<file path="src/sv/ffba_pkg.sv">
// Shared types and constants for the first-fit block allocator.
package ffba_pkg;

  // Result status codes
  localparam logic [2:0] STATUS_ALLOCATED = 3'd0;
  localparam logic [2:0] STATUS_NO_MEMORY = 3'd1;
  localparam logic [2:0] STATUS_FREED     = 3'd2;
  localparam logic [2:0] STATUS_NULL      = 3'd3;
  localparam logic [2:0] STATUS_NOT_FOUND = 3'd4;

  // Operation codes
  localparam logic OP_ALLOC = 1'b0;
  localparam logic OP_FREE  = 1'b1;

  // Configuration register indexes
  localparam logic [7:0] CFG_HEAP_BASE = 8'd0;
  localparam logic [7:0] CFG_HEAP_SIZE = 8'd1;

  localparam logic [31:0] RESET_HEAP_BASE = 32'd1048576;
  localparam logic [31:0] RESET_HEAP_SIZE = 32'd1048576;

  // Largest request that still rounds up without overflow
  localparam logic [31:0] MAX_REQUEST = 32'hFFFF_FFFC;

  // Commands broadcast to the cell chain
  typedef enum logic [2:0] {
    CMD_NONE,
    CMD_REBUILD,
    CMD_SPLIT,
    CMD_TAKE,
    CMD_MARK_FREE,
    CMD_MERGE
  } cmd_kind_t;

  typedef struct packed {
    cmd_kind_t   kind;
    logic [31:0] val_a;
    logic [31:0] val_b;
    logic        tok_start;
    logic        tok_clear;
  } cell_cmd_t;

  typedef enum logic [2:0] {
    ST_INIT,
    ST_IDLE,
    ST_SCAN,
    ST_PEEK,
    ST_MERGE_L,
    ST_DONE
  } state_t;

endpackage

</file>
<file path="src/sv/ffba_ctrl.sv">
// Sequencer of the allocator: handshakes, config registers, scan and merge steps.
module ffba_ctrl #(
  parameter int MAX_BLOCKS   = 64,
  parameter int HEADER_BYTES = 12,
  parameter int IW           = 6,
  parameter int CW           = 7
) (
  input  logic                clk,
  input  logic                rst,
  input  logic                in_valid,
  output logic                in_stall,
  input  logic                op,
  input  logic [31:0]         request_size,
  input  logic [31:0]         block_address,
  output logic                out_valid,
  input  logic                out_stall,
  output logic [31:0]         payload_address,
  output logic [2:0]          status,
  input  logic                cfg_valid,
  output logic                cfg_ready,
  input  logic [7:0]          cfg_index,
  input  logic [31:0]         cfg_data,
  input  logic [31:0]         bus_size,
  input  logic                bus_free,
  output ffba_pkg::cell_cmd_t cmd,
  output logic [IW-1:0]       sel
);

  localparam logic [31:0] HDR = 32'(HEADER_BYTES);
  localparam logic [CW-1:0] MAXC = CW'(MAX_BLOCKS);

  ffba_pkg::state_t state, state_next;

  logic [31:0]   heap_base;
  logic [31:0]   heap_size;
  logic          op_q;
  logic [31:0]   need;
  logic [31:0]   addr_q;
  logic [CW-1:0] idx;
  logic [CW-1:0] count;
  logic [31:0]   run;
  logic          prev_free;
  logic [31:0]   prev_size;
  logic [31:0]   cur_size;
  logic [31:0]   res_addr;
  logic [2:0]    res_status;

  logic          cfg_hit;
  logic          in_range;
  logic          next_ok;
  logic          fit;
  logic          split_ok;
  logic          addr_hit;
  logic          merge_r;
  logic          merge_l;
  logic          out_take;
  logic [31:0]   init_size;
  logic [33:0]   split_lim;

  assign cfg_ready = (state == ffba_pkg::ST_IDLE);
  assign in_stall  = (state != ffba_pkg::ST_IDLE) || cfg_valid;
  assign cfg_hit   = (cfg_index == ffba_pkg::CFG_HEAP_BASE) ||
                     (cfg_index == ffba_pkg::CFG_HEAP_SIZE);

  // Scan decisions on the token bus
  assign in_range  = (idx < count);
  assign next_ok   = ((idx + CW'(1)) < count);
  assign fit       = bus_free && (bus_size >= need);
  assign split_lim = {2'b00, need} + {2'b00, HDR} + 34'd4;
  assign split_ok  = ({2'b00, bus_size} > split_lim) && (count < MAXC);
  assign addr_hit  = ((run + HDR) == addr_q);
  assign merge_r   = next_ok && bus_free;
  assign merge_l   = (idx != '0) && prev_free;
  assign out_take  = !out_valid || !out_stall;
  assign init_size = (heap_size > HDR) ? (heap_size - HDR) : 32'd0;

  // Next state
  always_comb begin
    state_next = state;
    unique case (state)
      ffba_pkg::ST_INIT: state_next = ffba_pkg::ST_IDLE;
      ffba_pkg::ST_IDLE: begin
        if (cfg_valid) begin
          if (cfg_hit) state_next = ffba_pkg::ST_INIT;
        end else if (in_valid) begin
          if (op == ffba_pkg::OP_ALLOC && request_size > ffba_pkg::MAX_REQUEST)
            state_next = ffba_pkg::ST_DONE;
          else if (op == ffba_pkg::OP_FREE && block_address == 32'd0)
            state_next = ffba_pkg::ST_DONE;
          else
            state_next = ffba_pkg::ST_SCAN;
        end
      end
      ffba_pkg::ST_SCAN: begin
        if (!in_range) state_next = ffba_pkg::ST_DONE;
        else if (op_q == ffba_pkg::OP_ALLOC && fit) state_next = ffba_pkg::ST_DONE;
        else if (op_q == ffba_pkg::OP_FREE && addr_hit) state_next = ffba_pkg::ST_PEEK;
      end
      ffba_pkg::ST_PEEK:    state_next = ffba_pkg::ST_MERGE_L;
      ffba_pkg::ST_MERGE_L: state_next = ffba_pkg::ST_DONE;
      ffba_pkg::ST_DONE:    if (out_take) state_next = ffba_pkg::ST_IDLE;
      default:              state_next = ffba_pkg::ST_IDLE;
    endcase
  end

  // Commands to the cell chain
  always_comb begin
    cmd           = '0;
    cmd.kind      = ffba_pkg::CMD_NONE;
    sel           = idx[IW-1:0];
    unique case (state)
      ffba_pkg::ST_INIT: begin
        cmd.kind      = ffba_pkg::CMD_REBUILD;
        cmd.val_a     = init_size;
        cmd.tok_clear = 1'b1;
      end
      ffba_pkg::ST_IDLE: begin
        cmd.tok_start = (state_next == ffba_pkg::ST_SCAN);
      end
      ffba_pkg::ST_SCAN: begin
        if (!in_range) begin
          cmd.tok_clear = 1'b1;
        end else if (op_q == ffba_pkg::OP_ALLOC && fit) begin
          cmd.tok_clear = 1'b1;
          cmd.kind      = split_ok ? ffba_pkg::CMD_SPLIT : ffba_pkg::CMD_TAKE;
          cmd.val_a     = need;
          cmd.val_b     = bus_size - need - HDR;
        end else if (op_q == ffba_pkg::OP_FREE && addr_hit) begin
          cmd.kind      = ffba_pkg::CMD_MARK_FREE;
        end
      end
      ffba_pkg::ST_PEEK: begin
        cmd.tok_clear = 1'b1;
        if (merge_r) begin
          cmd.kind  = ffba_pkg::CMD_MERGE;
          cmd.val_a = cur_size + bus_size + HDR;
        end
      end
      ffba_pkg::ST_MERGE_L: begin
        sel = idx[IW-1:0] - IW'(1);
        if (merge_l) begin
          cmd.kind  = ffba_pkg::CMD_MERGE;
          cmd.val_a = prev_size + cur_size + HDR;
        end
      end
      ffba_pkg::ST_DONE: cmd.kind = ffba_pkg::CMD_NONE;
      default:           cmd.kind = ffba_pkg::CMD_NONE;
    endcase
  end

  // Control registers
  always_ff @(posedge clk) begin
    if (rst) begin
      state     <= ffba_pkg::ST_INIT;
      heap_base <= ffba_pkg::RESET_HEAP_BASE;
      heap_size <= ffba_pkg::RESET_HEAP_SIZE;
      count     <= CW'(1);
      out_valid <= 1'b0;
    end else begin
      state <= state_next;
      if (state == ffba_pkg::ST_IDLE && cfg_valid) begin
        if (cfg_index == ffba_pkg::CFG_HEAP_BASE) heap_base <= cfg_data;
        if (cfg_index == ffba_pkg::CFG_HEAP_SIZE) heap_size <= cfg_data;
      end
      if (state == ffba_pkg::ST_INIT) count <= CW'(1);
      if (state == ffba_pkg::ST_SCAN && in_range && op_q == ffba_pkg::OP_ALLOC &&
          fit && split_ok) count <= count + CW'(1);
      if (state == ffba_pkg::ST_PEEK && merge_r) count <= count - CW'(1);
      if (state == ffba_pkg::ST_MERGE_L && merge_l) count <= count - CW'(1);
      // output word register
      if (state == ffba_pkg::ST_DONE && out_take) out_valid <= 1'b1;
      else if (!out_stall) out_valid <= 1'b0;
    end
  end

  // Working registers of the current request
  always_ff @(posedge clk) begin
    if (state == ffba_pkg::ST_IDLE && !cfg_valid && in_valid) begin
      op_q      <= op;
      need      <= (request_size + 32'd3) & ~32'd3;
      addr_q    <= block_address;
      idx       <= '0;
      run       <= heap_base;
      prev_free <= 1'b0;
      res_addr  <= 32'd0;
      if (op == ffba_pkg::OP_ALLOC) res_status <= ffba_pkg::STATUS_NO_MEMORY;
      else if (block_address == 32'd0) res_status <= ffba_pkg::STATUS_NULL;
      else res_status <= ffba_pkg::STATUS_NOT_FOUND;
    end
    if (state == ffba_pkg::ST_SCAN && in_range) begin
      if (op_q == ffba_pkg::OP_ALLOC && fit) begin
        res_addr   <= run + HDR;
        res_status <= ffba_pkg::STATUS_ALLOCATED;
      end else if (op_q == ffba_pkg::OP_FREE && addr_hit) begin
        cur_size   <= bus_size;
        res_status <= ffba_pkg::STATUS_FREED;
      end else begin
        idx       <= idx + CW'(1);
        run       <= run + bus_size + HDR;
        prev_free <= bus_free;
        prev_size <= bus_size;
      end
    end
    if (state == ffba_pkg::ST_PEEK && merge_r) cur_size <= cur_size + bus_size + HDR;
    if (state == ffba_pkg::ST_DONE && out_take) begin
      payload_address <= res_addr;
      status          <= res_status;
    end
  end

endmodule

</file>
<file path="config.mk">
export PLATFORM = sky130hd
export DESIGN_NAME = ffba_ctrl
export DESIGN_NICKNAME = d
export VERILOG_FILES = /design/src/sv/ffba_pkg.sv /design/src/sv/ffba_ctrl.sv
export SDC_FILE = /design/constraint.sdc
export NUM_CORES = 1
export LEC_CHECK = 0
export BUFFER_PORTS_ARGS = -buffer_cell sky130_fd_sc_hd__buf_4
export CAP_MARGIN = 20
export CELL_PAD_IN_SITES_DETAIL_PLACEMENT = 2
export CELL_PAD_IN_SITES_GLOBAL_PLACEMENT = 2
export CORE_MARGIN = 2
export CORE_UTILIZATION = 40
export DETAILED_ROUTE_END_ITERATION = 7
export GPL_TIMING_DRIVEN = 1
export PLACE_DENSITY = 0.89
export SKIP_LAST_GASP = 1
export SYNTH_ARGS = -nofsm -noshare
export SYNTH_HDL_FRONTEND = slang
export SYNTH_SLANG_ARGS = --single-unit
</file>
<file path="constraint.sdc">
create_clock -name clk -period 11.6 [get_ports clk]
set_input_delay 1.16 -clock clk [delete_from_list [all_inputs] [get_ports clk]]
set_output_delay 1.16 -clock clk [all_outputs]
set_load 0.1 [all_outputs]
</file>
Word-level counts from Yosys, hierarchy flattened. Cells that the tools add are included.

Word-level logic and storage cells: 149. Output and inout bits: 113. Input bits: 143. Bits in registers: 312.

$lt $le $gt $ge: 7. Reductions and logical operators: 36. Equality and inequality tests: 11. Muxes and demuxes: 57. Add/sub/neg operators: 17. Bitwise gates (word level): 4.

Operators by type and width (number): $mux W32 (13); $add A32 B4 Y32 const B (4); $pmux W32 S4 (1); $add A32 B32 Y32 (3); $mux W35 (2); $mux W67 (1); $mux W64 (1); $sub A32 B4 Y32 const B (2); $mux W7 (8); $mux W3 (17); $add A33 B3 Y34 const B (1); $gt A32 B34 Y1 (1); $add A32 B4 Y33 const B (1); $add A32 B2 Y32 const B (1); $eq A32 B32 Y1 (1); $ge A32 B32 Y1 (1); $gt A32 B32 Y1 const B (1); $gt A32 B4 Y1 const B (1); $logic_not A32 Y1 (1); $sub A32 B32 Y32 (1); $logic_and A1 B1 Y1 (18); $pmux W3 S5 (1); $add A7 B1 Y7 const B (2); $lt A7 B7 Y1 (2); other kinds (24) (47).

Depth between registers and ports, before layout. Gate-level depths: netlist of the first run.

Depth after elaboration: 9. Depth in mapped cells: 17. Mapped depth without buffers: 16.

Worst setup path after synthesis of the first run. OpenSTA, ideal clock, no wires.

Kind: input to output. Start point: in bus_size[2]. End point: out cmd[33] (netlist bit). Arrival: 5776 ps. Buffers on the path: 0. Data required time: 10440 ps. Stages on the path: 13. Setup slack: 4664 ps. Cells stage by stage: inv_1 ha_1 inv_1 fa_1 nor2b_1 o21a_1 o21ai_0 a2111oi_0 or3_1 a31o_2 a211oi_1 nor3_1 nor3b_1.

RTL lines: start: declaration (RTL line ffba_ctrl.sv:23) `input logic [31:0] bus_size,`; end: declaration (RTL line ffba_ctrl.sv:25) `output ffba_pkg::cell_cmd_t cmd,`.

==> results.cfg, run 1 <==
[status]
status = complete, no violations

[global_routing]
grt_max_degree = 67
grt_pass1_wl_mm = 167
antenna_found_initial = 7
grt_usage = 0.350
grt_pass1_vias = 26368
overflow = 0

[drt]
via_per_inst = 6.36
first_pass_iters = 5
drt_iter0_drc = 1728
drc = 0
via_count = 23974
ant_nets = 0
wl_per_cell_microns = 30.3
drt_wl_total_mm = 114

[clock_network]
cts_resized = 0
clockRootBuffer = clkbuf_16
clk_latency_ns = 0.58
cts_tree = done
cts_setup_buffers = 0
cts_sinks = 312
clkSlewWorstSetupHoldPaths_ns = 0.06
htree_num_levels = 2
clockBufferDepth = 3
cts_buffers = 38
holdBufCountCts = 0

[worst_setup_path]
required_ns = 10.44
crit_start = bus_size[2]
worstSetupStartpointType = input port
r2r_start = need[16]
crit_type = in -> out
cp.arrival_ns = 6.28
critPathCaptureType = output port
critPathMaxFanout = 66

[floorplan]
die_h_microns = 250
start_util = 0.402
die-area_sq_um = 62300
die_w_microns = 250
rows = 90
pin_count = 256
core_area_sq_um = 60000

[finish]
layout_common_cells = 319 x ha_1, 318 x nand2_1, 279 x buf_4
num-nets-final = 3419
syn2layout_area_growth_pct = 16.6
fillers = 6516
final_common_cell = ha_1
layout-drive-gt1-share = 0.125

[logic_synthesis]
syn_area_sq_um = 24100
synth_edf_count = 162
syn-num-nets = 3195
syn_inst = 2729
ys_types = 91
synth-seq-cells = 312
synth_area_per_cell_sq_um = 8.84
ys.flop_type = edfxtp_1
ys_seq_area_frac = 0.326
async_flop_share = 0
synth_warnings = 0

[timing]
finalSetupViolCount = 0
slew_headroom = 0.233
min_period_ns = 7.44
fin_tns_setup_ns = 0
holdWs_ns = 0.438
finalClockSkew_ns = 0.0205
rsz0062_at_grt = false
maxSlewViolCount = 0
period_share = 0.642
hold_violations = 0
timing.fmax_mhz = 134
worst_pin_slew_ns = 1.14

[power]
power_uw = 3270
power_density_nw_per_um2 = 116
power_leakage_uw = 0.0122
ir_worst_vdd_v = 0.0000895

[run]
drv_cap = 0

[placed_design]
portBuffers = 255
post-dp-hpwl_mm = 82.6
place.gp.congestion = 0.952

[worst_hold_path]
min_from = res_addr[27]
hp-class = reg -> reg
==> cell type report <==
cell class / instances / area [sq um] / area share
antenna: 5 / 12.5 / 0.000445
timing repair buffer: 281 / 2120 / 0.0754
inverter: 189 / 711 / 0.0253
sequential: 312 / 7870 / 0.280
clock buffer: 52 / 1040 / 0.0372
tap: 782 / 978 / 0.0348
clock inverter: 18 / 213 / 0.00757
multi-input combinational: 2131 / 15200 / 0.539
==> state kept, by name (all words and copies together), names as in the netlist, 3 cells and up <==
register and count:
addr_q 32, heap_size 32, res_addr 32, status 3, idx 7, count 7, payload_address 32, need 30
state 3, prev_size 32, res_status 3, run 32, heap_base 32, cur_size 32
==> worst paths after layout <==
| path | slack (ns) | cells past startpoint | end |
|---|---|---|---|
| max | 4.16 | 18 | cmd[57] |
| min | 0.44 | 0 | payload_address[27] |
| max reg2reg | 5.50 | 15 | count[3] |
| min reg2reg | 0.44 | 0 | payload_address[27] |
==> cell usage after synthesis, types with 7 or more instances <==
master    count  area [sq um]
o21a_1       15           113
and3_1       26           163
o21bai_1     16           120
o211ai_1     37           278
a31oi_1      28           175
edfxtp_1    162          4860
or3_1        22           138
nand4_1      37           231
nand3b_1      8          60.1
o31ai_1      15           113
nand3_1     115           576
a21oi_1     204          1020
nor3_1       77           385
buf_2         7          35.0
a221o_1       9          90.1
or4_1        10          75.1
nor2b_1      18           113
buf_1         9          33.8
nor2_1      128           480
a211oi_1     18           135
nor3b_1       8          60.1
o21ai_0     130           651
and2_1       10          62.6
clkbuf_1     74           278
xnor2_1     154          1350
dfxtp_1     150          3000
mux2i_1      39           390
nor4_1       31           194
nand2b_1     28           175
ha_1        319          3990
nand2_1     320          1200
inv_1       187           702
a21o_1       61           458
a22oi_1      11          82.6
a211o_1       8          70.1
and4_1       11          96.3
xor2_1       97           850
==> stage by stage <==
stage | std cells | cell area (sq um) | utilization | setup WS [ns]
finish | 3770 | 28100 | 0.468 | 4.16
detailed placement | 3694 | 26800 | 0.447 | 4.24
global route | 3770 | 28100 | 0.468 | 3.93
CTS | 3764 | 28100 | 0.468 | 4.17
global placement | 3693 | 26800 | 0.447 | 4.61
floorplan | 2729 | 24100 | - | 4.66
==> layer usage <==
layer / wire, microns / part of all wire / global-route usage / vias up
met5: 27 / 0.00024 / 0 / -
met4: 7450 / 0.065 / 0.194 / 4
met3: 6590 / 0.058 / 0.0495 / 412
met2: 55700 / 0.49 / 0.610 / 1077
met1: 44600 / 0.39 / 0.414 / 12116
li1: - / - / - / 10365
==> worst max-delay path, stage by stage <==
cell and delay (ns):
buf_4 0.13, inv_1 0.13, ha_1 0.16, inv_1 0.06, fa_1 0.37, or3_1 0.38, a31o_2 0.23, a21oi_1 0.18
o211ai_1 0.14, a31oi_1 0.47, nor3_1 0.12, buf_4 0.19, nand2_4 0.55, clkinv_1 0.70, buf_4 0.46, a222oi_1 0.42
nand3_1 0.14, buf_4 0.26
==> power breakdown <==
part	leakage [uW]	internal (uW)	switching [uW]
clock network	0.000617	725	555
registers	0.00264	1190	60.1
logic	0.00891	267	480
total	0.0122	2180	1090
==> cells by family (layout without fill, tap and decap cells) <==
group / count (synthesis) / after routing / synth area share
AO/OA/AOI/OAI: 633 / 633 / 0.168
XOR/XNOR: 253 / 253 / 0.0930
adder cells (fa/ha/maj): 323 / 323 / 0.169
buffers and inverters: 286 / 540 / 0.0466
flip-flops: 312 / 312 / 0.326
multiplexers: 47 / 47 / 0.0199
other: 0 / 5 / 0
AND/OR/NAND/NOR: 875 / 875 / 0.177
Power figures use the tool's default switching activity.
==> run 2: changes to the inputs <==
CORE_UTILIZATION = 37   (was 40)
PLACE_DENSITY = 0.83   (was 0.89)
clock period = 7.1 ns   (was 11.6 ns; I/O delays follow)
==> run 2 against run 1 <==
Against the previous run: register-to-register slack worse by 4.4 ns; clock power up 66%; wire length down 12%; global-route usage down 5.9 points; total power is 63% higher; critical path type is now reg -> out; critical endpoint is now cmd[66].
==> results.cfg, run 2 (same netlist as run 1, synthesis figures left out) <==
[status]
status = complete, no violations

[timing]
maxSlewViolCount = 0
finalSetupViolCount = 0
worst_pin_slew_ns = 1.10
rsz0062_at_grt = false
holdWs_ns = 0.330
min_period_ns = 6.59
slew_headroom = 0.267
timing.fmax_mhz = 152
period_share = 0.928
fin_tns_setup_ns = 0
finalClockSkew_ns = 0.0309
hold_violations = 0

[global_routing]
antenna_found_initial = 2
grt_pass1_vias = 24741
grt_pass1_wl_mm = 151
overflow = 0
grt_usage = 0.291
grt_max_degree = 76

[worst_hold_path]
worstHoldEndpoint = addr_q[7]
min_from = block_address[7]
hp-class = in -> reg
whs_path_depth = 1

[floorplan]
die-area_sq_um = 67200
rows = 93
die_h_microns = 259
core_area_sq_um = 64500
pin_count = 256
die_w_microns = 259
start_util = 0.374

[drt]
wl_met1_mm = 42.8
ant_nets = 0
drt_wl_total_mm = 100
drt_iter0_drc = 1367
drc = 0
wl_per_cell_microns = 26.0
via_per_inst = 5.86
dr.max_layer_used = met5
via_count = 22553
route.met2.wl_mm = 49.2
wl_met3_mm = 4.02
first_pass_iters = 5

[run]
drv_cap = 0

[finish]
num-nets-final = 3426
layout_common_cells = 319 x ha_1, 318 x nand2_1, 280 x buf_4
final_common_cell = ha_1
layout-drive-gt1-share = 0.128
syn2layout_area_growth_pct = 17.5

[worst_setup_path]
r2r_start = need[14]
crit_type = reg -> out
ff2ff_path_depth = 17
cp.arrival_ns = 5.88
timing.rr.end = count[3]
critPathMaxFanout = 6
critPathCaptureType = output port
worstSetupStartpointType = register
r2r_slack_ns = 1.07
required_ns = 6.39

[clock_network]
htree_num_levels = 2
cts_setup_buffers = 0
cts_buffers = 41
clk_latency_ns = 0.58
clkSlewWorstSetupHoldPaths_ns = 0.07
clockBufferDepth = 3
cts_tree = done
clockRootBuffer = clkbuf_16
cts_sinks = 312

[placed_design]
portBuffers = 255
post-dp-hpwl_mm = 78.9
place.gp.congestion = 0.930

[power]
power_density_nw_per_um2 = 188
ir_worst_vdd_v = 0.000137
power_leakage_uw = 0.0122
[run 2: cell types whose count changed in the layout (fill, tap and decap cells not counted), sizes merged]
cell           change
inv                +1
clkinv             -2
bufinv             -2
clkinvlp           +2
clkdlybuf4s15      +1
diode              -4
clkbuf             +7
buf                +2
[run 2: worst max-delay path by stage]
stage                      from       end  slack [ns]  cells past startpoint
floorplan           bus_size[2]   cmd[33]        1.06                     13
global placement    bus_size[2]   cmd[54]        0.78                     16
detailed placement     need[14]  count[3]        1.05                     17
CTS                    need[14]   cmd[66]        0.44                     16
global route           need[14]   cmd[66]        0.09                     16
finish                 need[14]   cmd[66]        0.51                     16
[run 2: power breakdown]
group	switching (uW)	internal, uW	leakage (uW)
clock network	885	1240	0.000651
logic	741	437	0.00894
registers	79.6	1940	0.00264
total	1710	3620	0.0122
[run 2: critical path, stage by stage (launching register included)]
cell	delay (ns)
edfxtp_1	0.52
inv_1	0.16
nor4_1	0.41
nand3_1	0.23
or3_1	0.54
nor2_1	0.19
xnor2_1	0.09
ha_1	0.31
nand4_1	0.18
nor4_1	0.69
a221oi_1	0.19
o21ai_0	0.24
a2111oi_0	0.18
buf_4	0.17
a21oi_1	0.59
o21ai_0	0.30
buf_4	0.31
[run 2: what timing repair did]
item | 4_1_cts | 5_1_grt
hold buffers | 0 | 0
resized for setup | 0 | 1
setup endpoints to repair | 0 | 1
[run 2: final cells by class]
cell class	count	area (sq um)
multi-input cells	2131	15200
flip-flops and latches	312	7870
clock inverters	17	141
inverters	189	711
diodes	1	2.50
repair buffers	285	2190
fillers	7127	36100
well taps	855	1070
clock buffers	58	1190
[run 2: through the flow]
| stage | cell area, sq um | util | setup WS, ns | power, uW | std cells |
|---|---|---|---|---|---|
| after global placement | 26900 | 0.418 | 0.775 | 3150 | 3768 |
| after CTS | 28300 | 0.439 | 0.435 | 5340 | 3846 |
| after floorplan | 24100 | - | 1.06 | 2790 | 2729 |
| after global routing | 28300 | 0.439 | 0.0916 | 5510 | 3847 |
| final | 28300 | 0.440 | 0.508 | 5320 | 3848 |
| after detailed placement | 27000 | 0.418 | 1.05 | 3210 | 3771 |
[run 2: metal layers]
layer	track usage	up-vias
met1	0.367	11456
li1	-	10360
met2	0.507	557
met4	0.114	2
met3	0.0336	178
met5	0	-
