[config.mk]
export PLATFORM = sky130hd
export DESIGN_NAME = ffba_cell
export DESIGN_NICKNAME = d
export VERILOG_FILES = /design/src/sv/ffba_pkg.sv /design/src/sv/ffba_cell.sv
export SDC_FILE = /design/constraint.sdc
export NUM_CORES = 1
export LEC_CHECK = 0
export ABC_AREA = 1
export BUFFER_PORTS_ARGS = -buffer_cell sky130_fd_sc_hd__buf_2
export CAP_MARGIN = 20
export CORE_MARGIN = 1.5
export CORE_UTILIZATION = 41
export DETAILED_ROUTE_END_ITERATION = 16
export GPL_ROUTABILITY_DRIVEN = 0
export PLACE_DENSITY = 0.82
export SYNTH_ARGS = -nofsm -noshare
export SYNTH_HDL_FRONTEND = slang
export SYNTH_SLANG_ARGS = --single-unit
[constraint.sdc]
create_clock -name clk -period 2.93 [get_ports clk]
set_input_delay 0.293 -clock clk [delete_from_list [all_inputs] [get_ports clk]]
set_output_delay 0.293 -clock clk [all_outputs]
set_load 0.1 [all_outputs]
[src/sv/ffba_pkg.sv]
// Shared types and constants for the first-fit block allocator.
package ffba_pkg;

  // Result status codes
  localparam logic [2:0] STATUS_ALLOCATED = 3'd0;
  localparam logic [2:0] STATUS_NO_MEMORY = 3'd1;
  localparam logic [2:0] STATUS_FREED     = 3'd2;
  localparam logic [2:0] STATUS_NULL      = 3'd3;
  localparam logic [2:0] STATUS_NOT_FOUND = 3'd4;

  // Operation codes
  localparam logic OP_ALLOC = 1'b0;
  localparam logic OP_FREE  = 1'b1;

  // Configuration register indexes
  localparam logic [7:0] CFG_HEAP_BASE = 8'd0;
  localparam logic [7:0] CFG_HEAP_SIZE = 8'd1;

  localparam logic [31:0] RESET_HEAP_BASE = 32'd1048576;
  localparam logic [31:0] RESET_HEAP_SIZE = 32'd1048576;

  // Largest request that still rounds up without overflow
  localparam logic [31:0] MAX_REQUEST = 32'hFFFF_FFFC;

  // Commands broadcast to the cell chain
  typedef enum logic [2:0] {
    CMD_NONE,
    CMD_REBUILD,
    CMD_SPLIT,
    CMD_TAKE,
    CMD_MARK_FREE,
    CMD_MERGE
  } cmd_kind_t;

  typedef struct packed {
    cmd_kind_t   kind;
    logic [31:0] val_a;
    logic [31:0] val_b;
    logic        tok_start;
    logic        tok_clear;
  } cell_cmd_t;

  typedef enum logic [2:0] {
    ST_INIT,
    ST_IDLE,
    ST_SCAN,
    ST_PEEK,
    ST_MERGE_L,
    ST_DONE
  } state_t;

endpackage

[src/sv/ffba_cell.sv]
// One table entry of the allocator: block size, free mark and scan token.
module ffba_cell #(
  parameter int IDX = 0,
  parameter int IW  = 6
) (
  input  logic               clk,
  input  logic               rst,
  input  ffba_pkg::cell_cmd_t cmd,
  input  logic [IW-1:0]      sel,
  input  logic [31:0]        left_size,
  input  logic               left_free,
  input  logic               left_tok,
  input  logic [31:0]        right_size,
  input  logic               right_free,
  output logic [31:0]        size,
  output logic               free,
  output logic               tok
);

  logic [IW:0]   my_idx;
  logic [IW:0]   sel_plus;
  logic          is_sel;
  logic          is_next;
  logic          is_after_next;
  logic          is_after;
  logic [31:0]   size_next;
  logic          free_next;

  assign my_idx        = (IW+1)'(IDX);
  assign sel_plus      = {1'b0, sel} + (IW+1)'(1);
  assign is_sel        = (my_idx == {1'b0, sel});
  assign is_next       = (my_idx == sel_plus);
  assign is_after_next = (my_idx > sel_plus);
  assign is_after      = (my_idx > {1'b0, sel});

  // Entry update for the broadcast command
  always_comb begin
    size_next = size;
    free_next = free;
    unique case (cmd.kind)
      ffba_pkg::CMD_REBUILD: begin
        size_next = (IDX == 0) ? cmd.val_a : 32'd0;
        free_next = (IDX == 0);
      end
      ffba_pkg::CMD_SPLIT: begin
        if (is_sel) begin
          size_next = cmd.val_a;
          free_next = 1'b0;
        end else if (is_next) begin
          size_next = cmd.val_b;
          free_next = 1'b1;
        end else if (is_after_next) begin
          size_next = left_size;
          free_next = left_free;
        end
      end
      ffba_pkg::CMD_TAKE: begin
        if (is_sel) free_next = 1'b0;
      end
      ffba_pkg::CMD_MARK_FREE: begin
        if (is_sel) free_next = 1'b1;
      end
      ffba_pkg::CMD_MERGE: begin
        if (is_sel) begin
          size_next = cmd.val_a;
        end else if (is_after) begin
          size_next = right_size;
          free_next = right_free;
        end
      end
      default: begin
        size_next = size;
        free_next = free;
      end
    endcase
  end

  always_ff @(posedge clk) begin
    size <= size_next;
    if (rst) begin
      free <= 1'b0;
      tok  <= 1'b0;
    end else begin
      free <= free_next;
      // token walks one cell per cycle
      if (cmd.tok_clear) tok <= 1'b0;
      else if (cmd.tok_start) tok <= (IDX == 0);
      else tok <= left_tok;
    end
  end

endmodule

---- Word level (Yosys, flattened, before mapping) ----
Index checks and enable logic that the tools add are counted.
W data, S select, Z words.
word-level totals
  register bits ........................... 34
  input port bits ......................... 144
  output and inout port bits .............. 34
  logic and storage cells ................. 39
operators by class
  add/sub/neg operators ................... 1
  magnitude comparators ................... 2
  equal/unequal tests ..................... 11
  multiplexer cells ....................... 15
  reductions and logical operators ........ 7
operators with widths
  operator               count
  $mux W32               5
  $pmux W32 S3           1
  $logic_not A7 Y1       2
  $mux W1                8
  $ne A2 B2 Y1 const B   4
  $add A6 B1 Y7 const B  1
  $gt A1 B7 Y1 const A   1
  $eq A3 B2 Y1 const B   2
  $eq A3 B3 Y1 const B   2
  $gt A1 B6 Y1 const A   1
  $reduce_and A6 Y1      1
  $pmux W1 S5            1
  $reduce_bool A5 Y1     1
  $ne A4 B4 Y1 const B   1
  $eq A3 B1 Y1 const B   1
  $ne A3 B3 Y1 const B   1
  $reduce_and A3 Y1      1
  $reduce_bool A3 Y1     1
  $reduce_or A2 Y1       1

---- Longest topological paths before layout ----
Gate-level depths: netlist of run 1.
  depth after elaboration ................. 6
  depth in mapped cells ................... 12
  depth with buffers taken out ............ 12

---- Least setup slack after synthesis of run 1 ----
No wires, ideal clock.
  path kind ............................... in2reg
  start point ............................. input sel[0]
  end point ............................... register size[0] (enable)
  library setup time ...................... 392 ps
  data arrival time ....................... 1840 ps
  required time ........................... 2538 ps
  slack ................................... 698 ps
  stages on the path ...................... 9
  buffers on the path ..................... 0
  cells stage by stage .................... ha_1 -> nand2_1 -> inv_2 -> nand2_1 -> nand2_1 -> a21oi_1 -> nand2_1 -> nand3_1 -> and2_1
between the ends
  longest elaborated chain between the ends .. 4
  elaborated cells between the ends (all ways) .. 8
  classes of those cells .................. 1 x add/sub; 2 x order compare; 2 x eq/ne; 3 x reduce/logical
ends and longest elaborated chain
  what                                                     RTL line                          source
  start, declared                                          ffba_cell.sv:9                    input logic [IW-1:0] sel,
  $add A6 B1 Y7                                            ffba_cell.sv:30                   assign sel_plus = {1'b0, sel} + (IW+1)'(1);
  $gt A1 B7 Y1 / $logic_not A7 Y1 (equally long branches)  ffba_cell.sv:33, ffba_cell.sv:32
  $ne A4 B4 Y1 (no line)                                   -
  $reduce_and A3 Y1 (no line) (*)                          -
  end signal, assigned                                     ffba_cell.sv:79                   size <= size_next;
  end, declared                                            ffba_cell.sv:15                   output logic [31:0] size,
Every way passes the cells marked *; elsewhere a longest branch is shown, timed or not.
A chain may end at the register's enable or synchronous reset.

---- Worst setup path after layout of run 1 ----
  start point ............................. input sel[0]
  end point ............................... register size[10], data pin
between the ends
  longest elaborated chain between the ends .. 5
  elaborated cells between the ends (all ways) .. 7
  classes of those cells .................. 1 x add/sub; 4 x mux; 2 x reduce/logical
ends and longest elaborated chain
  what                     RTL line         source
  $add A6 B1 Y7            ffba_cell.sv:30
  $logic_not A7 Y1         ffba_cell.sv:32  assign is_next = (my_idx == sel_plus);
  $mux W32                 ffba_cell.sv:49  end else if (is_next) begin
  $mux W32                 ffba_cell.sv:46  if (is_sel) begin
  $pmux W32 S3 (*)         ffba_cell.sv:40  unique case (cmd.kind)
  named net size_next[10]  ffba_cell.sv:26  logic [31:0] size_next;
The timed path passes the listed nets; every way through them passes the cells marked *.

==> results of run 1 <==
## cell families after synthesis
logic type / synth area share, %
adders and majority gates: 1.01
xor gates and xnor gates: 0.354
DFF: 40.5
and+or+nand+nor: 33.1
buffers and inverters: 11.4
AOI/OAI and AO/OA: 13.7
## synthesized netlist by cell type, drive strengths merged
cell | n | area (sq um)
a21o | 1 | 7.51
a21oi | 2 | 10.0
and2 | 1 | 6.26
buf | 12 | 93.8
clkbuf | 6 | 22.5
dfxtp | 2 | 40.0
edfxtp | 32 | 961
ha | 2 | 25.0
inv | 44 | 165
nand2 | 111 | 419
nand3 | 37 | 195
nand4 | 2 | 12.5
nor2 | 41 | 170
nor3 | 3 | 15.0
o211ai | 32 | 290
o21ai | 3 | 18.8
o22ai | 2 | 12.5
xor2 | 1 | 8.76
## cell usage in the layout (no fill, tap or decap), types with 5 or more instances in the layout
| cell | count |
|---|---|
| buf_2 | 177 |
| nand2_1 | 110 |
| inv_1 | 42 |
| nor2_1 | 40 |
| nand3_1 | 35 |
| edfxtp_1 | 32 |
| o211ai_1 | 22 |
| o211ai_2 | 10 |
| clkbuf_8 | 5 |
| buf_4 | 5 |
## flip-flops by register name, summed over array words and instances, names as in the netlist
register	flops
size	32
free	1
tok	1
## cell type report
type | count | share of cell area (%)
well taps | 75 | 2.72
clock buffers | 6 | 2.10
flip-flops and latches | 34 | 29.0
inverters | 44 | 4.78
clock inverters | 2 | 0.253
repair buffers | 182 | 26.7
multi-input cells | 238 | 34.5
## final timing paths
path	from	endpoint	cells past startpoint
worst max-delay path	sel[0]	size[10]	12
worst min-delay path	cmd[0]	tok	2
worst max register to register	free	free	4
worst min register to register	free	free	4
## report_power, final
part / switching (mW) / leakage [nW] / internal, mW
clock network: 0.171 / 0.0426 / 0.164
logic: 0.484 / 1.39 / 0.157
registers: 0.0123 / 0.313 / 0.590
## per-layer routing
metal,vias to the layer above,track usage (%),wire length [microns]
met5,-,0,0
met4,0,7.76,144
met3,14,5.11,674
met2,164,43.0,3760
met1,1259,23.5,2820
li1,1438,-,-
## worst register-to-register path, stage by stage, from the launching register on
cell     delay (ns)
dfxtp_1        0.33
inv_1          0.04
nand2_1        0.05
nand2_1        0.04
nor2_1         0.07
==> out/metrics.cfg, run 1 <==
[cts]
cts_root_buf=clkbuf_8
cts_buffers=5
max-clock-path-buffers=2
path_clk_slew_ns=0.07
ctsHoldBuffers=0
cts_tree=built
cts.sinks=34
clock_latency_ns=0.28
post-cts-setup-buffers=0
h-tree-depth=2
cts_resized=0

[outcome]
status=finished clean

[critical_path]
cpPeakStageDelay_ns=0.58
crit_path_start_kind=input pin
cp_common_cell=nand2_1
r2r_slack_ns=2.34
critical_path_class=in2reg
crit_family=simple AND/OR/NAND/NOR gates
worst-path-buf-inv=3
timing.critical_path.required_ns=2.95
path_max_fanout=63
critPathCaptureType=register
cp_slowest_cell=nor2_8
crit_arrival_ns=1.97
cp_cell_sequence=buf_2 > ha_1 > nand2_1 > inv_2 > nand2_1 > nand2_1 > inv_1 > nand2_2 > nor2_8 > nand2_1 > nand2_1 > o211ai_1

[synthesis]
synth.distinct_cells=26
synthCells=334
syn_area_per_cell_sq_um=7.41
synth-seq-cells=34
yosysSeqAreaShare_pct=40.5
syn_nets=480
ys_warn_count=0
synthesis.area_sq_mm=0.00247

[layout]
multi_input_area_sq_mm=0.00119
areaGrowthSynthToFinish_pct=39.7
nNetsFinal=651
final_cells=581
drive_above_1_share_pct=40.5
antenna_cells=0
seq_area_sq_mm=0.00100
design_area_sq_mm=0.00346
num-fill-cells=549
post-route-util_pct=58.7

[timing]
fin_tns_setup_ns=0
worst_pin_slew_ns=0.854
fin_crit_ns=1.96
hold_slack_ns=0.168
setup_ws_ns=0.974
relSlewSlack_pct=43.0
fin_skew_ns=0
hold_viol=0
setup_violations=0
grt_setup_unrepaired=no
fmax_mhz=511
fin_crit_sh_pct=66.7
slew_viol_final=0

[grt]
track_usage_pct=22.4
grt_pass1_wl_mm=11.4
grt-ovfl-total=0
grt_pass1_vias=2771
grt_start_max_net_pins=64
antenna_found_initial=0

[drt]
routed_wl_mm=7.40
drt-initial-drc-count=93
wl_per_cell_microns=12.7
final_antenna_net_count=0
drc=0
dr_total_vias=2875
viasPerCell=4.95
dr.pass1.iters=4

[place]
dp_slack_ns=0.685
dp_cells=573
placed_cell_area_sq_mm=0.00337
dp_hpwl_mm=5.43
port_buffers=177

[floorplanning]
fp.dieArea_sq_mm=0.00651
pin_count=178
die_x_microns=80.7
row_count=28
initial_core_util_pct=42.0
core_area_sq_mm=0.00589
fp.dieH_microns=80.7

[run]
cap_violations=0

[power_and_ir_drop]
peakVddDrop_v=0.000279
powerDensity_mw_per_mm2=457
power_mw=1.58
cellLeakagePower_nw=1.75

[worst_hold_path]
hp-class=in2reg

Note: power is estimated with default switching activity, not from simulation.
==> run 2: changes to the inputs <==
Settings changed: ABC_AREA 1 to 0, CORE_UTILIZATION 41 to 38, PLACE_DENSITY 0.82 to 0.79.
Clock period 2.93 ns to 1.6 ns, I/O delays scaled along.
==> out/metrics.cfg, run 2 <==
[drt]
wl_per_cell_microns=15.9
routed_wl_mm=7.75
drc=0
viasPerCell=5.49
final_antenna_net_count=0
dr.pass1.iters=4
drt-initial-drc-count=69
dr_total_vias=2681

[layout]
mostFrequentLayoutCell=buf_2
final_cell_mix=buf_2, o22ai_1, mux2i_1, a21oi_1, edfxtp_1
areaGrowthSynthToFinish_pct=50.1
largest_reg_flops=32
drive_above_1_share_pct=61.3
antenna_cells=0
nNetsFinal=556
largest-register=size
design_area_sq_mm=0.00374
reg_top3=size: 32 flops, free: 1 flops, tok: 1 flops

[place]
placed_cell_area_sq_mm=0.00365
dp_hpwl_mm=6.08
port_buffers=177

[grt]
track_usage_pct=21.6
grt_start_max_net_pins=17
grt-ovfl-total=0
grt_pass1_wl_mm=12.2
antenna_found_initial=0
grt_pass1_vias=2671

[synthesis]
synth_edf_count=32
synth.most_common_cell=o22ai_1
synthesis.area_sq_mm=0.00249
synth.distinct_cells=31
synth.area.top_cells=edfxtp_1, o22ai_2, mux2i_1, o22ai_1, a21oi_1
synth-seq-cells=34
ys_top_cells_by_count=o22ai_1, a21oi_1, edfxtp_1, mux2i_1, o22ai_2
syn_nets=368
synthCells=222
ys_warn_count=0
async_flop_share_pct=0
syn_area_per_cell_sq_um=11.2
yosys.area.top_type=edfxtp_1
yosysSeqAreaShare_pct=40.1
synth_top_area_share_pct=38.5
synth_flop_cell=edfxtp_1

[critical_path]
reg2reg_depth=2
critPathCaptureType=register
r2r-start=free
r2r_slack_ns=0.81
path_max_fanout=16
timing.critical_path.required_ns=1.59
crit_arrival_ns=1.45
timing.rr.end=free
crit_path_start_kind=input pin
critical_path_class=in2reg

[timing]
hold_viol=0
slew_viol_final=0
fin_crit_sh_pct=91.0
grt_setup_unrepaired=no
hold_slack_ns=0.0341
fin_skew_ns=0
relSlewSlack_pct=65.1
fmax_mhz=686
worst_pin_slew_ns=0.527
fin_crit_ns=1.46
setup_violations=0

[cts]
cts.sinks=34
cts_buffers=5
cts_root_buf=clkbuf_8
cts_tree=built
h-tree-depth=2
clock_latency_ns=0.28
path_clk_slew_ns=0.07
max-clock-path-buffers=2

[power_and_ir_drop]
p_sw_share_pct=37.1
peakVddDrop_v=0.000384
powerDensity_mw_per_mm2=718
power_frac_clock_pct=22.6
power.share.combinational_pct=38.2
p_int_mw=1.69
cellLeakagePower_nw=1.83
switchingPower_mw=0.998
p_seq_share_pct=39.2

[floorplanning]
pin_count=178
initial_core_util_pct=39.3
die_x_microns=84.0
fp.dieH_microns=84.0
fp.dieArea_sq_mm=0.00706
row_count=29
core_area_sq_mm=0.00635

[outcome]
status=finished clean

[worst_hold_path]
hold-path-cell-count=2
hp-start=cmd[0]
min_to=tok
hp-class=in2reg

[run]
cap_violations=0

-- run 2: changes by cell type after synthesis, sizes merged, moves of 5 or more --
cell    change
a21oi      +31
inv        -41
mux2i      +32
nand2     -108
o211ai     -31
buf         +5
nand3      -37
o22ai      +62
nor2       -39
-- run 2: per-stage QoR --
stage	total power, mW	TNS [ns]	instances	setup slack (ns)	util (%)
global placement	2.07	-4.92	480	-0.109	57.5
CTS	2.72	0	488	0.136	58.9
finish	2.69	0	488	0.143	59.0
floorplan	1.76	0	222	0.0329	-
global route	2.81	0	488	0.104	59.0
detailed placement	2.10	-8.11	480	-0.169	57.5
-- run 2: timing repair --
action                                  in CTS  in global routing
hold buffers                                 0                  0
endpoints found under the setup margin       0                 19
setup buffers                                0                  0
gates resized for setup                      0                  1
-- run 2: routing by layer --
metal  vias to the layer above  global-route usage, %  routed length (microns)
li1                       1286                      -                        -
met1                      1273                   23.9                     3050
met2                       115                   41.0                     4120
met3                         7                   5.04                      512
met4                         0                   5.51                       71
met5                         -                      0                        0
-- run 2: power groups by stage --
stage,Combinational (mW),Sequential [mW],Clock [mW]
6_report,1.03,1.06,0.607
3_3_place_gp,1.00,1.07,0
5_1_grt,1.08,1.06,0.671
3_5_place_dp,1.02,1.08,0
4_1_cts,1.03,1.06,0.636
2_1_floorplan,0.312,1.45,0
-- run 2: worst max-delay path, cell delays in order --
cell and delay, ns:
buf_2 0.11, or3_1 0.55, o21ai_0 0.24, nand2_1 0.11, nand2_4 0.12, buf_12 0.16
-- run 2: worst max path at each step --
stage,start,to,depth (start not counted)
after global placement,sel[3],size[19],6
after floorplan,sel[3],size[0],5
after global routing,sel[0],size[19],8
final,sel[3],size[19],6
after CTS,sel[0],size[21],8
after detailed placement,sel[0],size[11],8
-- run 2: cell type report --
class	count	area, sq um
clock buffers	5	68.8
clock inverters	3	16.3
fillers	534	2610
inverters	3	11.3
multi-input cells	165	1390
flip-flops and latches	34	1000
well taps	77	96.3
repair buffers	201	1170
-- run 2: kinds of logic after synthesis --
kind of cell / synth area share [%]
AND/OR/NAND/NOR: 6.07
buffers and inverters: 5.37
adder cells (fa/ha/maj): 1.00
flip-flops: 40.1
multiplexers: 13.4
AO/OA/AOI/OAI: 34.0
==> run 3: changes to the inputs <==
Settings changed: CAP_MARGIN 20 to unset, CORE_UTILIZATION 38 to 45, PLACE_DENSITY 0.79 to 0.88.
Clock period 1.6 ns to 1.8 ns, I/O delays scaled along.
==> out/metrics.cfg, run 3 (synthesized netlist as in run 2, its figures left out) <==
[drt]
routed_wl_mm=7.57
final_antenna_net_count=0
drc=0
viasPerCell=5.55
dr_total_vias=2630
wl_per_cell_microns=16.0
drt-initial-drc-count=82
dr.pass1.iters=5

[timing]
fmax_mhz=647
fin_skew_ns=0
worst_pin_slew_ns=0.520
fin_crit_sh_pct=85.8
fin_tns_setup_ns=0
hold_slack_ns=0.0782
slew_viol_final=0
relSlewSlack_pct=65.6
grt_setup_unrepaired=no
setup_violations=0
hold_viol=0
fin_crit_ns=1.54

[layout]
drive_above_1_share_pct=60.1
num-fill-cells=401
final_cell_mix=buf_2, o22ai_1, mux2i_1, a21oi_1, edfxtp_1
largest_reg_flops=32
mostFrequentLayoutCell=buf_2
largest-register=size
reg_top3=size: 32 flops, free: 1 flops, tok: 1 flops
antenna_cells=0
areaGrowthSynthToFinish_pct=46.2
nNetsFinal=549

[critical_path]
crit_path_start_kind=input pin
critical_path_class=in2reg
critPathCaptureType=register
cpPeakStageDelay_ns=0.29
path_max_fanout=17
timing.rr.end=free
crit_arrival_ns=1.53
timing.critical_path.required_ns=1.78
cp_cell_sequence=buf_2 > inv_1 > ha_1 > nor4b_1 > a31o_2 > o21ai_0 > nand2_4 > buf_12
reg2reg_depth=2
r2r_slack_ns=1.02
r2r-start=free
cp_slowest_cell=nor4b_1

[cts]
cts.sinks=34
max-clock-path-buffers=2
h-tree-depth=2
cts_resized=0
post-cts-setup-buffers=0
cts_tree=built
clock_latency_ns=0.27
cts_buffers=5
ctsHoldBuffers=0
cts_root_buf=clkbuf_8
path_clk_slew_ns=0.06

[floorplanning]
fp.dieH_microns=77.5
fp.dieArea_sq_mm=0.00600
die_x_microns=77.5
pin_count=178
row_count=26
initial_core_util_pct=47.6
core_area_sq_mm=0.00524

[place]
port_buffers=177
dp_hpwl_mm=6.06

[grt]
antenna_found_initial=0
grt_pass1_vias=2666
grt-ovfl-total=0
grt_pass1_wl_mm=11.8
grt_start_max_net_pins=22
track_usage_pct=24.7

[worst_hold_path]
hold-path-cell-count=2
min_to=tok
hp-start=cmd[0]
hp-class=in2reg

[run]
cap_violations=0

[power_and_ir_drop]
peakVddDrop_v=0.000503
powerDensity_mw_per_mm2=642
cellLeakagePower_nw=1.78

[outcome]
status=finished clean

-- run 3: cell count changes in the layout (fill, tap and decap cells not counted) --
cell	before	now
buf_4	16	11
buf_12	8	6
clkbuf_1	0	1
clkinvlp_4	1	0
nor4b_1	1	2
nor4b_2	1	0
o21ai_0	2	3
o21ai_1	1	0
-- run 3: worst max-delay path by stage --
stage          startpoint       end  slack [ns]  cells after the start
3_3_place_gp       sel[0]  size[26]        0.05                      8
3_5_place_dp       sel[0]   size[4]      0.0002                      8
5_1_grt            sel[0]   size[4]        0.14                      8
6_report           sel[0]  size[15]        0.26                      8
4_1_cts            sel[0]   size[4]        0.27                      8
2_1_floorplan      sel[3]   size[0]        0.11                      5
-- run 3: critical path, delay by kind of cell --
family	cells	cell delay (ns)
compound gates	2	0.33
fa+ha+maj	1	0.27
buf+inv	3	0.32
simple gates	2	0.43
-- run 3: metrics by stage --
step	cells	power, mW	utilization, %	worst slack [ns]	area (sq um)
global route	474	2.45	69.7	0.144	3650
CTS	474	2.36	69.7	0.270	3650
detailed placement	466	1.85	68.1	0.000226	3570
floorplan	222	1.56	-	0.106	2500
global placement	466	1.83	68.1	0.0495	3570
finish	474	2.34	69.7	0.255	3650
-- run 3: per-layer routing --
metal	routed length (microns)	GRT usage, %	vias to the layer above
met2	4010	47.4	145
met4	197	9.82	0
li1	-	-	1272
met3	550	5.53	20
met5	0	0	-
met1	2810	25.7	1193
-- run 3: power by group --
part           total, mW  switching (mW)  internal [mW]
Combinational      0.897           0.597          0.301
Clock              0.505           0.240          0.265
Sequential         0.939          0.0118          0.927
Total               2.34           0.849           1.49
-- run 3: cell type report --
class | count | area, sq um | share of cell area (%)
Clock buffer | 6 | 72.6 | 1.99
Clock inverter | 2 | 8.76 | 0.240
Sequential cell | 34 | 1000 | 27.4
Inverter | 3 | 11.3 | 0.309
Multi-Input combinational cell | 165 | 1380 | 37.8
Timing Repair Buffer | 194 | 1090 | 29.8
Tap cell | 70 | 87.6 | 2.40
